File: config.mk
export PLATFORM = sky130hd
export DESIGN_NAME = ntc_thermistor_temperature_filter
export DESIGN_NICKNAME = d
export VERILOG_FILES = /design/src/rtl/ntctf_pkg.sv /design/src/rtl/ntctf_ctrl.sv /design/src/rtl/ntctf_dp.sv /design/src/rtl/ntc_thermistor_temperature_filter.sv
export SDC_FILE = /design/constraint.sdc
export NUM_CORES = 2
export LEC_CHECK = 0
export BUFFER_PORTS_ARGS = -buffer_cell sky130_fd_sc_hd__buf_2
export CORE_AREA = 2 2 441 443
export DETAILED_ROUTE_END_ITERATION = 10
export DIE_AREA = 0 0 443 445
export SLEW_MARGIN = 15
export SYNTH_ARGS = -nofsm -noshare
export SYNTH_HDL_FRONTEND = slang
export SYNTH_HIERARCHICAL = 1
export SYNTH_SLANG_ARGS = --single-unit
File: constraint.sdc
create_clock -name clk -period 16.52 [get_ports clk]
set_input_delay 2.478 -clock clk [delete_from_list [all_inputs] [get_ports clk]]
set_output_delay 2.478 -clock clk [all_outputs]
set_load 0.1 [all_outputs]
File: src/rtl/ntctf_pkg.sv
// Shared types, constants and the log2 helper function of the NTC temperature filter.
package ntctf_pkg;

	localparam int AdcBits = 12;
	localparam int TempW   = 14;
	localparam int CalW    = 4;
	localparam int CntW    = 6;

	localparam int ChipMv     = 3300;
	localparam int DividerOhm = 10000;
	localparam int ZeroCQ15   = 273 * 32768;
	localparam int TempMin    = -1000;
	localparam int TempMax    = 6000;
	localparam int SlopeQ32   = 749885;

	// 1/298 K in Q48, rounded
	localparam logic [63:0] InvRefQ48 = ((64'd1 << 48) + 64'd149) / 64'd298;

	// floor(x / 5) as (x * DivFiveRecip) >> DivFiveShift, exact for x < 2^18
	localparam logic [16:0] DivFiveRecip = 17'd52429;
	localparam int          DivFiveShift = 18;

	// Iteration counts, loaded as count - 1
	localparam logic [CntW-1:0] Div1Last = CntW'(24);
	localparam logic [CntW-1:0] SqLast   = CntW'(15);
	localparam logic [CntW-1:0] Div2Last = CntW'(63);

	// log2 in Q16 by repeated squaring (elaboration only)
	function automatic logic [31:0] lg_q16(input logic [31:0] x);
		logic [4:0]  e;
		logic [15:0] frac;
		logic [63:0] m;
		e    = '0;
		frac = '0;
		for (int b = 0; b < 32; b++) begin
			if (x[b]) e = 5'(b);
		end
		m = {32'd0, x} << (5'd31 - e);
		for (int i = 15; i >= 0; i--) begin
			m = (m * m) >> 31;
			if (m[32]) begin
				frac[i] = 1'b1;
				m = m >> 1;
			end
		end
		return {11'd0, e, frac};
	endfunction

	localparam logic [31:0] LgRef = lg_q16(32'(DividerOhm));

	typedef enum logic [4:0] {
		S_IDLE, S_MV, S_CHK, S_DIV1, S_NORM_LD, S_NORM, S_SQ_MUL, S_SQ_ADJ,
		S_SLOPE, S_INV, S_CHK2, S_DIV2, S_BLEND, S_SCALE, S_FINAL, S_DONE
	} state_t;

	typedef enum logic [4:0] {
		OP_NONE, OP_LOAD, OP_MV, OP_HOLD, OP_HOT, OP_DIV1_LD, OP_DIV_STEP,
		OP_NORM_LD, OP_NORM_STEP, OP_SQ_MUL, OP_SQ_ADJ, OP_SLOPE, OP_INV,
		OP_DIV2_LD, OP_BLEND, OP_SCALE, OP_FINAL_OP, OP_PUBLISH
	} dp_op_t;

	typedef struct packed {
		dp_op_t     op;
		logic [3:0] bit_idx;
	} cmd_t;

	typedef struct packed {
		logic sample_zero;
		logic mv_zero;
		logic norm_done;
		logic inv_nonpos;
	} stat_t;

endpackage

File: src/rtl/ntctf_ctrl.sv
// Sequencer of the NTC temperature filter: steps the datapath through one sample.
module ntctf_ctrl (
	input  logic              clk,
	input  logic              arst_n,
	input  logic              in_valid,
	input  logic              out_free,
	input  ntctf_pkg::stat_t  stat,
	output logic              in_ready,
	output ntctf_pkg::cmd_t   cmd
);

	ntctf_pkg::state_t state_q, state_d;
	logic [ntctf_pkg::CntW-1:0] cnt_q;
	logic cnt_zero;

	assign cnt_zero = (cnt_q == '0);

	always_ff @(posedge clk or negedge arst_n) begin
		if (!arst_n) begin
			state_q <= ntctf_pkg::S_IDLE;
		end else begin
			state_q <= state_d;
		end
	end

	always_ff @(posedge clk or negedge arst_n) begin
		if (!arst_n) begin
			cnt_q <= '0;
		end else begin
			unique case (state_q)
				ntctf_pkg::S_CHK:   cnt_q <= ntctf_pkg::Div1Last;
				ntctf_pkg::S_NORM:  cnt_q <= ntctf_pkg::SqLast;
				ntctf_pkg::S_CHK2:  cnt_q <= ntctf_pkg::Div2Last;
				ntctf_pkg::S_DIV1, ntctf_pkg::S_DIV2,
				ntctf_pkg::S_SQ_ADJ: cnt_q <= cnt_q - 1'b1;
				default: cnt_q <= cnt_q;
			endcase
		end
	end

	// next state
	always_comb begin
		state_d = state_q;
		unique case (state_q)
			ntctf_pkg::S_IDLE:    if (in_valid) state_d = ntctf_pkg::S_MV;
			ntctf_pkg::S_MV:      state_d = stat.sample_zero ? ntctf_pkg::S_DONE : ntctf_pkg::S_CHK;
			ntctf_pkg::S_CHK:     state_d = stat.mv_zero ? ntctf_pkg::S_DONE : ntctf_pkg::S_DIV1;
			ntctf_pkg::S_DIV1:    if (cnt_zero) state_d = ntctf_pkg::S_NORM_LD;
			ntctf_pkg::S_NORM_LD: state_d = ntctf_pkg::S_NORM;
			ntctf_pkg::S_NORM:    if (stat.norm_done) state_d = ntctf_pkg::S_SQ_MUL;
			ntctf_pkg::S_SQ_MUL:  state_d = ntctf_pkg::S_SQ_ADJ;
			ntctf_pkg::S_SQ_ADJ:  state_d = cnt_zero ? ntctf_pkg::S_SLOPE : ntctf_pkg::S_SQ_MUL;
			ntctf_pkg::S_SLOPE:   state_d = ntctf_pkg::S_INV;
			ntctf_pkg::S_INV:     state_d = ntctf_pkg::S_CHK2;
			ntctf_pkg::S_CHK2:    state_d = stat.inv_nonpos ? ntctf_pkg::S_DONE : ntctf_pkg::S_DIV2;
			ntctf_pkg::S_DIV2:    if (cnt_zero) state_d = ntctf_pkg::S_BLEND;
			ntctf_pkg::S_BLEND:   state_d = ntctf_pkg::S_SCALE;
			ntctf_pkg::S_SCALE:   state_d = ntctf_pkg::S_FINAL;
			ntctf_pkg::S_FINAL:   state_d = ntctf_pkg::S_DONE;
			ntctf_pkg::S_DONE:    if (out_free) state_d = ntctf_pkg::S_IDLE;
			default:              state_d = ntctf_pkg::S_IDLE;
		endcase
	end

	// outputs
	always_comb begin
		in_ready    = 1'b0;
		cmd.op      = ntctf_pkg::OP_NONE;
		cmd.bit_idx = cnt_q[3:0];
		unique case (state_q)
			ntctf_pkg::S_IDLE: begin
				in_ready = 1'b1;
				if (in_valid) cmd.op = ntctf_pkg::OP_LOAD;
			end
			ntctf_pkg::S_MV:
				cmd.op = stat.sample_zero ? ntctf_pkg::OP_HOLD : ntctf_pkg::OP_MV;
			ntctf_pkg::S_CHK:
				cmd.op = stat.mv_zero ? ntctf_pkg::OP_HOT : ntctf_pkg::OP_DIV1_LD;
			ntctf_pkg::S_DIV1, ntctf_pkg::S_DIV2:
				cmd.op = ntctf_pkg::OP_DIV_STEP;
			ntctf_pkg::S_NORM_LD: cmd.op = ntctf_pkg::OP_NORM_LD;
			ntctf_pkg::S_NORM:
				if (!stat.norm_done) cmd.op = ntctf_pkg::OP_NORM_STEP;
			ntctf_pkg::S_SQ_MUL:  cmd.op = ntctf_pkg::OP_SQ_MUL;
			ntctf_pkg::S_SQ_ADJ:  cmd.op = ntctf_pkg::OP_SQ_ADJ;
			ntctf_pkg::S_SLOPE:   cmd.op = ntctf_pkg::OP_SLOPE;
			ntctf_pkg::S_INV:     cmd.op = ntctf_pkg::OP_INV;
			ntctf_pkg::S_CHK2:
				cmd.op = stat.inv_nonpos ? ntctf_pkg::OP_HOT : ntctf_pkg::OP_DIV2_LD;
			ntctf_pkg::S_BLEND:   cmd.op = ntctf_pkg::OP_BLEND;
			ntctf_pkg::S_SCALE:   cmd.op = ntctf_pkg::OP_SCALE;
			ntctf_pkg::S_FINAL:   cmd.op = ntctf_pkg::OP_FINAL_OP;
			ntctf_pkg::S_DONE:
				if (out_free) cmd.op = ntctf_pkg::OP_PUBLISH;
			default: cmd.op = ntctf_pkg::OP_NONE;
		endcase
	end

endmodule

File: src/rtl/ntctf_dp.sv
// Datapath of the NTC temperature filter: divider, log2 squarer, blend and output register.
module ntctf_dp (
	input  logic                          clk,
	input  logic                          arst_n,
	input  ntctf_pkg::cmd_t               cmd,
	input  logic [ntctf_pkg::AdcBits-1:0] sample,
	input  logic                          cfg_we,
	input  logic [ntctf_pkg::CalW-1:0]    cfg_wdata,
	output ntctf_pkg::stat_t              stat,
	output logic [ntctf_pkg::TempW-1:0]   out_temp,
	output logic                          out_flag
);

	localparam int PW = ntctf_pkg::AdcBits + 12;
	localparam logic signed [20:0] K1 = 21'(ntctf_pkg::SlopeQ32);

	logic [ntctf_pkg::AdcBits-1:0] sample_q;
	logic [11:0]  mv_q;
	logic [63:0]  dvd_q;
	logic [47:0]  rem_q, div_q;
	logic [31:0]  quot_q, man_q;
	logic [4:0]   exp_q;
	logic [15:0]  frac_q;
	logic [63:0]  prod_q;
	logic signed [47:0] slope_q, inv_q;
	logic         neg_q;
	logic [16:0]  blend_q;
	logic signed [ntctf_pkg::TempW-1:0] res_q, out_temp_q;
	logic         res_flag_q, out_flag_q;
	logic signed [ntctf_pkg::CalW-1:0] cal_q;

	logic [PW-1:0] mv_prod;
	logic [25:0]   ohm_num;
	logic [48:0]   rem2, rem_sub;
	logic          ge;
	logic [32:0]   sq;
	logic signed [22:0] d23;
	logic signed [43:0] slope_c;
	logic signed [33:0] t_c;
	logic signed [39:0] num_c, abs_c;
	logic [33:0]   scale_c;
	logic signed [26:0] q27, cal27, sum27;
	logic signed [ntctf_pkg::TempW-1:0] clamp_c;

	assign mv_prod = PW'(sample_q) * PW'(ntctf_pkg::ChipMv);
	assign ohm_num = 26'(mv_q) * 26'(ntctf_pkg::DividerOhm);

	// restoring divide step
	assign rem2    = {rem_q, dvd_q[63]};
	assign ge      = (rem2 >= {1'b0, div_q});
	assign rem_sub = rem2 - {1'b0, div_q};

	assign sq = prod_q[63:31];

	assign d23     = $signed({2'b00, exp_q, frac_q}) - $signed(23'(ntctf_pkg::LgRef));
	assign slope_c = d23 * K1;

	assign t_c   = $signed({2'b00, quot_q}) - 34'(ntctf_pkg::ZeroCQ15);
	assign num_c = (40'(out_temp_q) <<< 17) + (40'(t_c) <<< 3) + (40'(t_c) <<< 1);
	assign abs_c = num_c[39] ? -num_c : num_c;

	// |num| stays below 2^30, so the scaled magnitude fits 17 bits; divide by 5 by reciprocal
	assign scale_c = 34'(blend_q) * 34'(ntctf_pkg::DivFiveRecip);

	always_comb begin
		q27   = $signed({1'b0, quot_q[25:0]});
		if (neg_q) q27 = -q27;
		cal27 = 27'(cal_q);
		sum27 = q27 + cal27 + (cal27 <<< 1);
		if (sum27 < 27'(ntctf_pkg::TempMin))      clamp_c = 14'(ntctf_pkg::TempMin);
		else if (sum27 > 27'(ntctf_pkg::TempMax)) clamp_c = 14'(ntctf_pkg::TempMax);
		else                                      clamp_c = 14'(sum27);
	end

	always_ff @(posedge clk or negedge arst_n) begin
		if (!arst_n) begin
			cal_q      <= '0;
			out_temp_q <= '0;
			out_flag_q <= 1'b0;
		end else begin
			if (cfg_we) cal_q <= cfg_wdata;
			if (cmd.op == ntctf_pkg::OP_PUBLISH) begin
				out_temp_q <= res_q;
				out_flag_q <= res_flag_q;
			end
		end
	end

	always_ff @(posedge clk) begin
		unique case (cmd.op)
			ntctf_pkg::OP_LOAD: sample_q <= sample;
			ntctf_pkg::OP_MV:   mv_q <= mv_prod[PW-1:ntctf_pkg::AdcBits];
			ntctf_pkg::OP_HOLD: begin
				res_q      <= out_temp_q;
				res_flag_q <= 1'b0;
			end
			ntctf_pkg::OP_HOT: begin
				res_q      <= 14'(ntctf_pkg::TempMax);
				res_flag_q <= 1'b1;
			end
			ntctf_pkg::OP_DIV1_LD: begin
				dvd_q  <= {ohm_num[24:0], 39'd0};
				div_q  <= 48'(12'(ntctf_pkg::ChipMv) - mv_q);
				rem_q  <= '0;
				quot_q <= '0;
			end
			ntctf_pkg::OP_DIV_STEP: begin
				rem_q  <= ge ? rem_sub[47:0] : rem2[47:0];
				dvd_q  <= dvd_q << 1;
				quot_q <= {quot_q[30:0], ge};
			end
			ntctf_pkg::OP_NORM_LD: begin
				man_q  <= quot_q;
				exp_q  <= 5'd31;
				frac_q <= '0;
			end
			ntctf_pkg::OP_NORM_STEP: begin
				man_q <= man_q << 1;
				exp_q <= exp_q - 1'b1;
			end
			ntctf_pkg::OP_SQ_MUL: prod_q <= 64'(man_q) * 64'(man_q);
			ntctf_pkg::OP_SQ_ADJ: begin
				if (sq[32]) begin
					frac_q[cmd.bit_idx] <= 1'b1;
					man_q <= sq[32:1];
				end else begin
					man_q <= sq[31:0];
				end
			end
			ntctf_pkg::OP_SLOPE: slope_q <= 48'(slope_c);
			ntctf_pkg::OP_INV:   inv_q <= slope_q + $signed(ntctf_pkg::InvRefQ48[47:0]);
			ntctf_pkg::OP_DIV2_LD: begin
				dvd_q  <= 64'h8000_0000_0000_0000;
				div_q  <= inv_q;
				rem_q  <= '0;
				quot_q <= '0;
			end
			ntctf_pkg::OP_BLEND: begin
				neg_q   <= num_c[39];
				blend_q <= abs_c[31:15];
			end
			ntctf_pkg::OP_SCALE: quot_q <= 32'(scale_c[33:ntctf_pkg::DivFiveShift]);
			ntctf_pkg::OP_FINAL_OP: begin
				res_q      <= clamp_c;
				res_flag_q <= 1'b1;
			end
			default: ;
		endcase
	end

	assign stat.sample_zero = (sample_q == '0);
	assign stat.mv_zero     = (mv_q == '0);
	assign stat.norm_done   = man_q[31];
	assign stat.inv_nonpos  = inv_q[47] | (inv_q == '0);

	assign out_temp = out_temp_q;
	assign out_flag = out_flag_q;

endmodule

File: src/rtl/ntc_thermistor_temperature_filter.sv
// Top level of the NTC temperature filter: sequencer, datapath and output beat stage.
// Steps: a zero sample or a zero-resistance one goes straight to the result; any other
//   runs serial dividers of 25 and 64 steps, 16 square-and-test rounds of the log2 unit,
//   a normalise walk of 7 to 30 steps and a divide by 5 by reciprocal.
// Throughput: one sample at a time; the next beat is taken once the result is parked.
// Reset: arst_n clears the sequencer, the calibration register and the last output to 0.
module ntc_thermistor_temperature_filter (
	input  logic        clk,
	input  logic        arst_n,
	input  logic        s_tvalid,
	output logic        s_tready,
	input  logic [15:0] s_tdata,   // [11:0] adc_sample, rest zero
	output logic        m_tvalid,
	input  logic        m_tready,
	output logic [15:0] m_tdata,   // [13:0] temp_tenths, rest zero
	output logic        m_tuser,   // [0] sample_valid
	input  logic        cfg_we,
	input  logic [3:0]  cfg_wdata  // cal_offset
);

	ntctf_pkg::cmd_t  cmd;
	ntctf_pkg::stat_t stat;
	logic                          m_tvalid_q;
	logic                          out_free;
	logic                          publish;
	logic [ntctf_pkg::TempW-1:0]   out_temp;
	logic                          out_flag;

	// output slot is free when empty or being drained this cycle
	assign out_free = !m_tvalid_q || m_tready;
	assign publish  = (cmd.op == ntctf_pkg::OP_PUBLISH);

	ntctf_ctrl u_ctrl (
		.clk      (clk),
		.arst_n   (arst_n),
		.in_valid (s_tvalid),
		.out_free (out_free),
		.stat     (stat),
		.in_ready (s_tready),
		.cmd      (cmd)
	);

	ntctf_dp u_dp (
		.clk       (clk),
		.arst_n    (arst_n),
		.cmd       (cmd),
		.sample    (s_tdata[ntctf_pkg::AdcBits-1:0]),
		.cfg_we    (cfg_we),
		.cfg_wdata (cfg_wdata),
		.stat      (stat),
		.out_temp  (out_temp),
		.out_flag  (out_flag)
	);

	// output beat valid flag; the datapath holds the payload
	always_ff @(posedge clk or negedge arst_n) begin
		if (!arst_n) begin
			m_tvalid_q <= 1'b0;
		end else if (publish) begin
			m_tvalid_q <= 1'b1;
		end else if (m_tready) begin
			m_tvalid_q <= 1'b0;
		end
	end

	assign m_tvalid = m_tvalid_q;
	assign m_tdata  = {2'b00, out_temp};
	assign m_tuser  = out_flag;

	// a published result is always presented next cycle
	a_publish_shows: assert property (@(posedge clk) disable iff (!arst_n)
		publish |=> m_tvalid)
		else $error("published result not presented");

	// never overwrite a result still waiting
	a_no_overwrite: assert property (@(posedge clk) disable iff (!arst_n)
		publish |-> (!m_tvalid || m_tready))
		else $error("result overwritten while waiting");

	// a usable sample's temperature lies in the saturated range
	a_range: assert property (@(posedge clk) disable iff (!arst_n)
		(m_tvalid && m_tuser) |->
			($signed(m_tdata[13:0]) >= -14'sd1000 && $signed(m_tdata[13:0]) <= 14'sd6000))
		else $error("temperature outside saturation range");

	// no input taken while a sample is in flight
	a_one_at_a_time: assert property (@(posedge clk) disable iff (!arst_n)
		(s_tvalid && s_tready) |=> !s_tready)
		else $error("input accepted while busy");

endmodule
# After elaboration in Yosys (flattened, before gate mapping)
# Cells that the tools add are included.
[op_classes]
magnitude_cmp = 5
n_mul = 5
n_eq_ne = 38
n_shift = 0
bitwise = 2
n_mux = 39
addsub = 13
reduce_logical = 25
div = 0
[ops]
columns = ["cell", "n"]
rows = [
  ["32-bit one-hot mux with 3 select lines", 2],
  ["48-bit one-hot mux with 2 select lines", 2],
  ["64-bit one-hot mux with 3 select lines", 1],
  ["5-bit by 4-bit equality test with 1-bit output (second input constant)", 16],
  ["5-bit one-hot mux with 16 select lines", 1],
  ["5-bit one-hot mux with 15 select lines", 1],
  ["32-bit by 32-bit multiplier with 64-bit output", 1],
  ["32-bit two-way mux", 2],
  ["49-bit by 48-bit >= comparator with 1-bit output", 1],
  ["48-bit logical NOT", 1],
  ["48-bit two-way mux", 1],
  ["48-bit subtractor", 1],
  ["44-bit by 41-bit adder with 45-bit output (second input constant)", 1],
  ["22-bit by 21-bit multiplier with 43-bit output (second input constant)", 1],
  ["14-bit one-hot mux with 3 select lines", 1],
  ["5-bit by 3-bit equality test with 1-bit output (second input constant)", 8],
  ["37-bit by 34-bit adder with 38-bit output", 1],
  ["31-bit by 36-bit adder with 37-bit output", 1],
  ["17-bit by 16-bit multiplier with 33-bit output (second input constant)", 1],
  ["32-bit by 24-bit subtractor with 33-bit output (second input constant)", 1],
  ["32-bit negator", 1],
  ["16-bit one-hot mux with 2 select lines", 1],
  ["5-bit two-way mux", 6],
  ["14-bit two-way mux", 2],
  ["other kinds (42)", 72],
]
[word_totals]
in_bits = 25
mem_bits_ro = 0
ramBits = 0
elab_cells = 149
ff_bits = 489
mem_count = 0
latch_bits = 0

# Longest topological paths before layout
[depth]
ltp_word = 8
mapped_depth = 35

# Hierarchy
# Netlist, hierarchy kept.
[modules_own_cells]
columns = ["mod", "cells_each", "area_per_inst_um2", "instances", "seq_area_each_um2"]
rows = [
  ["ntctf_dp", 7044, 69651.8, 1, 11736.3],
  ["ntctf_ctrl", 130, 968.4, 1, 250.2],
  ["ntc_thermistor_temperature_filter", 7, 70.1, 1, 25.0],
]

# Least setup slack after synthesis
# OpenSTA, ideal clock, no wires.
[synth_path]
path_kind = "register to register"
startpoint = "register u_dp.frac_q[0]"
endpoint = "register u_dp.slope_q[40], data pin"
stages_incl_launch_ff = 31
period_less_slack_ns = 8.594
slack_ns = 7.926
setup_time_ns = 0.258
t_arrival_ns = 8.336
path_buffers = 0
path_cell_list = "edfxtp_1 -> a311oi_1 -> nor2b_1 -> nor2_1 -> nor2_1 -> or3_1 -> a21oi_1 -> a21boi_1 -> o21ai_1 -> a21boi_1 -> xnor2_1 -> inv_1 -> fa_1 -> fa_1 -> fa_1 -> fa_1 -> fa_1 -> fa_1 -> inv_1 -> fa_1 -> inv_1 -> ha_1 -> a21o_1 -> a21o_1 -> a21o_1 -> a21oi_1 -> o21a_1 -> o21ai_0 -> a21o_1 -> a21oi_1 -> xnor2_1"
[synth_via]
elab_chain_cells = 2
[synth_lines]
columns = ["item", "line", "source"]
rows = [
  ["start: declaration", "ntctf_dp.sv:23", "logic [15:0] frac_q;"],
  ["start signal: assignment", "ntctf_dp.sv:115", "frac_q <= '0;"],
  ["start signal: indexed assignment", "ntctf_dp.sv:124", "frac_q[cmd.bit_idx] <= 1'b1;"],
  ["21-bit by 20-bit subtractor with 22-bit output", "ntctf_dp.sv:55", "assign d23 = $signed({2'b00, exp_q, frac_q}) - $signed(23'(ntctf_pkg::LgRef));"],
  ["22-bit by 21-bit multiplier with 43-bit output", "ntctf_dp.sv:56", "assign slope_c = d23 * K1;"],
  ["via u_dp.slope_c[40]", "ntctf_dp.sv:38", "logic signed [43:0] slope_c;"],
  ["end signal: assignment", "ntctf_dp.sv:130", "ntctf_pkg::OP_SLOPE: slope_q <= 48'(slope_c);"],
  ["end: declaration", "ntctf_dp.sv:25", "logic signed [47:0] slope_q, inv_q;"],
]
# The timed path passes the listed nets, and every way through them passes these cells.
# A chain may end at the register's enable or synchronous reset.

# Worst setup path after layout
[layout_path]
startpoint = "register u_dp.man_q[15]"
endpoint = "register u_dp.prod_q[53], data pin"
[layout_via]
elab_chain_cells = 1
[layout_lines]
columns = ["item", "line", "source"]
rows = [
  ["start: declaration", "ntctf_dp.sv:21", "logic [31:0] quot_q, man_q;"],
  ["start signal: assignment", "ntctf_dp.sv:113", "man_q <= quot_q;"],
  ["start signal: assignment", "ntctf_dp.sv:118", "man_q <= man_q << 1;"],
  ["start signal: assignment", "ntctf_dp.sv:125", "man_q <= sq[32:1];"],
  ["32-bit by 32-bit multiplier with 64-bit output", "ntctf_dp.sv:121", "ntctf_pkg::OP_SQ_MUL: prod_q <= 64'(man_q) * 64'(man_q);"],
  ["end signal: assignment", "ntctf_dp.sv:121", ""],
  ["end: declaration", "ntctf_dp.sv:24", "logic [63:0] prod_q;"],
]
# Every way passes these cells.

==> reports/qor.yml <==
antenna_found_initial: 2
grt_pass1_vias: 52250
post-route-drc-count: 0
fin_worst_skew_ns: 0.01655
crit_path_end_kind: "flip-flop"
met1Wirelength_mm: 73.11
stdcell_count: 9688
clock-root-buffer: "clkbuf_16"
pre_cts_ws_ns: 6.398
hold_viol_final: 0
numCtsBuffers: 48
maxCapViolCount: 0
ys_warn_count: 6
core_mm2: 0.1920
synth-async-reset-ratio: 0.07407
clk_pin_slew_ns: 0.06
cpMostUsedCell: "fa_1"
grt_pass1_wl_mm: 277.0
ant_nets: 0
syn_avg_cell_area_um2: 9.844
cts_tree: "yes"
wl_met3_mm: 6.444
fillers: 18870
power.density_mw_per_mm2: 29.56
hp-class: "reg -> reg"
gp_congestion: 0.9007
syn2layout_area_growth_pct: 6.604
grt_usage: 0.1735
finalNetCount: 9198
insertion_delay_ns: 0.59
initial_core_util: 0.3682
routed_wl_mm: 167.8
r2r_end: "u_dp/prod_q[53]$_DFFE_PN_"
ctsResizeCount: 0
cp_slowest_cell: "a2111oi_1"
drt_iter0_drc: 2840
required_ns: 16.84
grt_remaining_overflow: 0
netlist_area_mm2: 0.07069
syn_inst: 7181
seq_area_frac_synth: 0.1699
cp_max_fo: 27
ioPinCount: 44
rr_worst_depth: 24
die_w_um: 443
synth_ff_type: "edfxtp_1"
layout-drive-gt1-share: 0.03659
maxSlewViolCount: 0
routed_via_density: 4.984
worstHoldStart: "u_dp/slope_q[0]$_DFFE_PN_"
synth_largest_area_cell: "fa_1"
row_count: 161
cts_buffer_depth: 3
portBuffers: 37
cp-start-kind: "flip-flop"
ys_types: 100
ys_seq_elements: 405
crit_type: "reg -> reg"
cp-startpoint: "u_dp/man_q[15]$_DFFE_PP_"
cts_hold_buf: 0
synth.top_cell.area_share: 0.3305
whs_ns: 0.4187
crit_path_end: "u_dp/prod_q[53]$_DFFE_PN_"
grt_max_degree: 75
finalCritPeriodShare: 0.6172
firstDrtPassIters: 5
worst_slack_ns: 6.323
clkSinkCount: 405
clock.fmax_mhz: 98.07
dp_cells: 9598
top_layer_used: "met4"
htree_levels: 2
cts_setup_buffers: 0
crit_arrival_ns: 10.51
period_minus_slack_ns: 10.20
dieArea_mm2: 0.1971
slowest_delay_ns: 0.96
synthTopCellsByArea: "fa_1 (33%), edfxtp_1 (16%), ha_1 (16%)"
synth-edff-count: 375
p_leak_nw: 38.27
status: "completed"
die_y_um: 445
max_slew_margin: 0.2229
r2r_setup_slack_ns: 6.32
dp_hpwl_mm: 133.5
worstMarginPinSlew_ns: 1.163
rsz0062_at_grt: "no"
reg2reg_from: "u_dp/man_q[15]$_DFFE_PP_"
max-vdd-ir-drop_uv: 75.90
cp_cell_sequence: "buf_4 > clkinv_1 > nor2_1 > fa_1 > fa_1 > fa_1 > inv_1 > fa_1 > inv_1 > fa_1 > fa_1 > fa_1 > fa_1 > ha_1 > nand4_1 > nor3_1 > a2111oi_1 > a21oi_1 > nor4b_2 > o31ai_1 > a211o_1 > a21o_1 > a2111oi_0 > nor3_1"
finalSetupViolCount: 0
route.vias.total: 48290
wl_met2_mm: 83.76
wl_per_cell_um: 17.32
setup-tns-final_ns: 0
[power by group]
group,total [mW],switching [mW],leakage (nW),internal [mW]
registers,1.11,0.00193,4.09,1.11
logic,0.0525,0.0331,33.4,0.0194
clock network,1.07,0.445,0.772,0.623
total,2.23,0.480,38.3,1.75
[critical path: cells and delay by family, from the launching register on]
family | cells | cell delay, ns
buf+inv | 4 | 1.28
simple gates | 5 | 1.36
fa+ha+maj | 9 | 4.22
flops | 1 | 0.33
compound gates | 6 | 2.69
[cells by family (layout without fill, tap and decap cells)]
kind of cell    after synthesis  in the layout  share of synthesized area
compound gates              942            942                    0.08742
xor+xnor                    338            338                    0.04214
fa+ha+maj                  2051           2051                     0.4870
buf+inv                    1860           1838                    0.09970
flops                       405            405                     0.1699
mux                          88             88                    0.01276
other cells                   1              4                 0.00005305
simple gates               1496           1496                     0.1010
[worst min path at each step]
stage                                    endpoint  slack [ns]  depth (start not counted)
final                     u_dp/inv_q[0]$_DFFE_PN_        0.42                          0
after CTS                 u_dp/inv_q[0]$_DFFE_PN_        0.42                          0
after detailed placement  u_dp/inv_q[0]$_DFFE_PN_        0.40                          0
after global placement    u_dp/inv_q[0]$_DFFE_PN_        0.40                          0
after global routing      u_dp/inv_q[0]$_DFFE_PN_        0.44                          0
after floorplan           u_dp/inv_q[0]$_DFFE_PN_        0.40                          0
[cells in the final DEF (no fill, tap or decap), drive strengths merged, types with 11 or more instances in the layout]
cell,count
edfxtp,375
fa,1167
a2111oi,14
a21o,143
nand3,56
or3,21
o21bai,24
and2,214
nand4,36
xnor2,238
a211oi,33
or2,22
o21a,37
nand2,553
a31oi,35
inv,1638
o41ai,11
ha,884
o21ai,217
a22o,22
nor3b,13
a21boi,17
nor2b,36
mux2,17
mux2i,71
dfrtp,30
clkinv,24
a21oi,220
nand2b,33
nor3,79
clkbuf,59
xor2,100
buf,110
and3,41
a211o,11
nor2,315
o31ai,36
o211ai,27
nor4,36
[through the flow]
step,power (mW),util,area [um^2]
2_1_floorplan,1.166,-,70690
3_3_place_gp,1.179,0.3843,73770
3_5_place_dp,1.180,0.3843,73770
4_1_cts,2.257,0.3925,75350
5_1_grt,2.302,0.3925,75350
6_report,2.228,0.3925,75360
[cell type report]
cell class                 instances  area, um^2  area share
tap                             2526        3161     0.04194
clock inverter                    29       282.8    0.003752
timing repair buffer             110       733.2    0.009730
multi-input combinational       4917       51710      0.6862
sequential                       405       12010      0.1594
clock buffer                      59        1295     0.01718
antenna                            2       5.005  0.00006641
inverter                        1640        6157     0.08170
[cell usage after synthesis, types with 11 or more instances]
library cell  number
o21ai_0          206
xnor2_1          237
nor2_1           314
inv_1           1632
o21bai_1          24
edfxtp_1         375
a2111oi_0         13
nor3_1            79
a211oi_1          31
a21boi_0          14
nand2_1          553
or2_2             17
nor3b_1           13
nor2b_1           36
a31oi_1           35
nor4_1            35
a22o_1            22
o21ai_1           11
a21o_1           143
buf_4             11
nand4_1           36
and2_1           212
xor2_1           100
clkbuf_1         192
and3_1            41
o211ai_1          27
fa_1            1167
o31ai_1           35
mux2i_1           71
dfrtp_1           30
a211o_1           11
nand3_1           56
mux2_2            17
nand2b_1          33
or3_1             19
o21a_1            37
ha_1             884
a21oi_1          219
[state kept, by name, summed over array words and instances (netlist names)]
name and count:
u_dp/mv_q 12, u_dp/out_temp 14, u_dp/man_q 32, m_tvalid 1
u_dp/rem_q 48, u_dp/slope_q 43, u_dp/quot_q 32, u_dp/exp_q 5
u_ctrl/state_q 4, u_ctrl/cnt_q 6, u_dp/out_flag 1, u_dp/dvd_q 21
u_dp/res_q 14, u_dp/res_flag_q 1, u_dp/inv_q 44, u_dp/frac_q 16
u_dp/blend_q 17, u_dp/neg_q 1, u_dp/sample_q 12, u_dp/div_q 44
u_dp/cal_q 4, u_dp/prod_q 33
[routing by layer]
metal  track usage  vias to the layer above
li1              -                    22830
met1        0.2272                    24300
met2        0.3081                      928
met3       0.01409                      236
met4       0.04555                        0
met5             0                        -
Note: power is estimated with default switching activity, not from simulation.
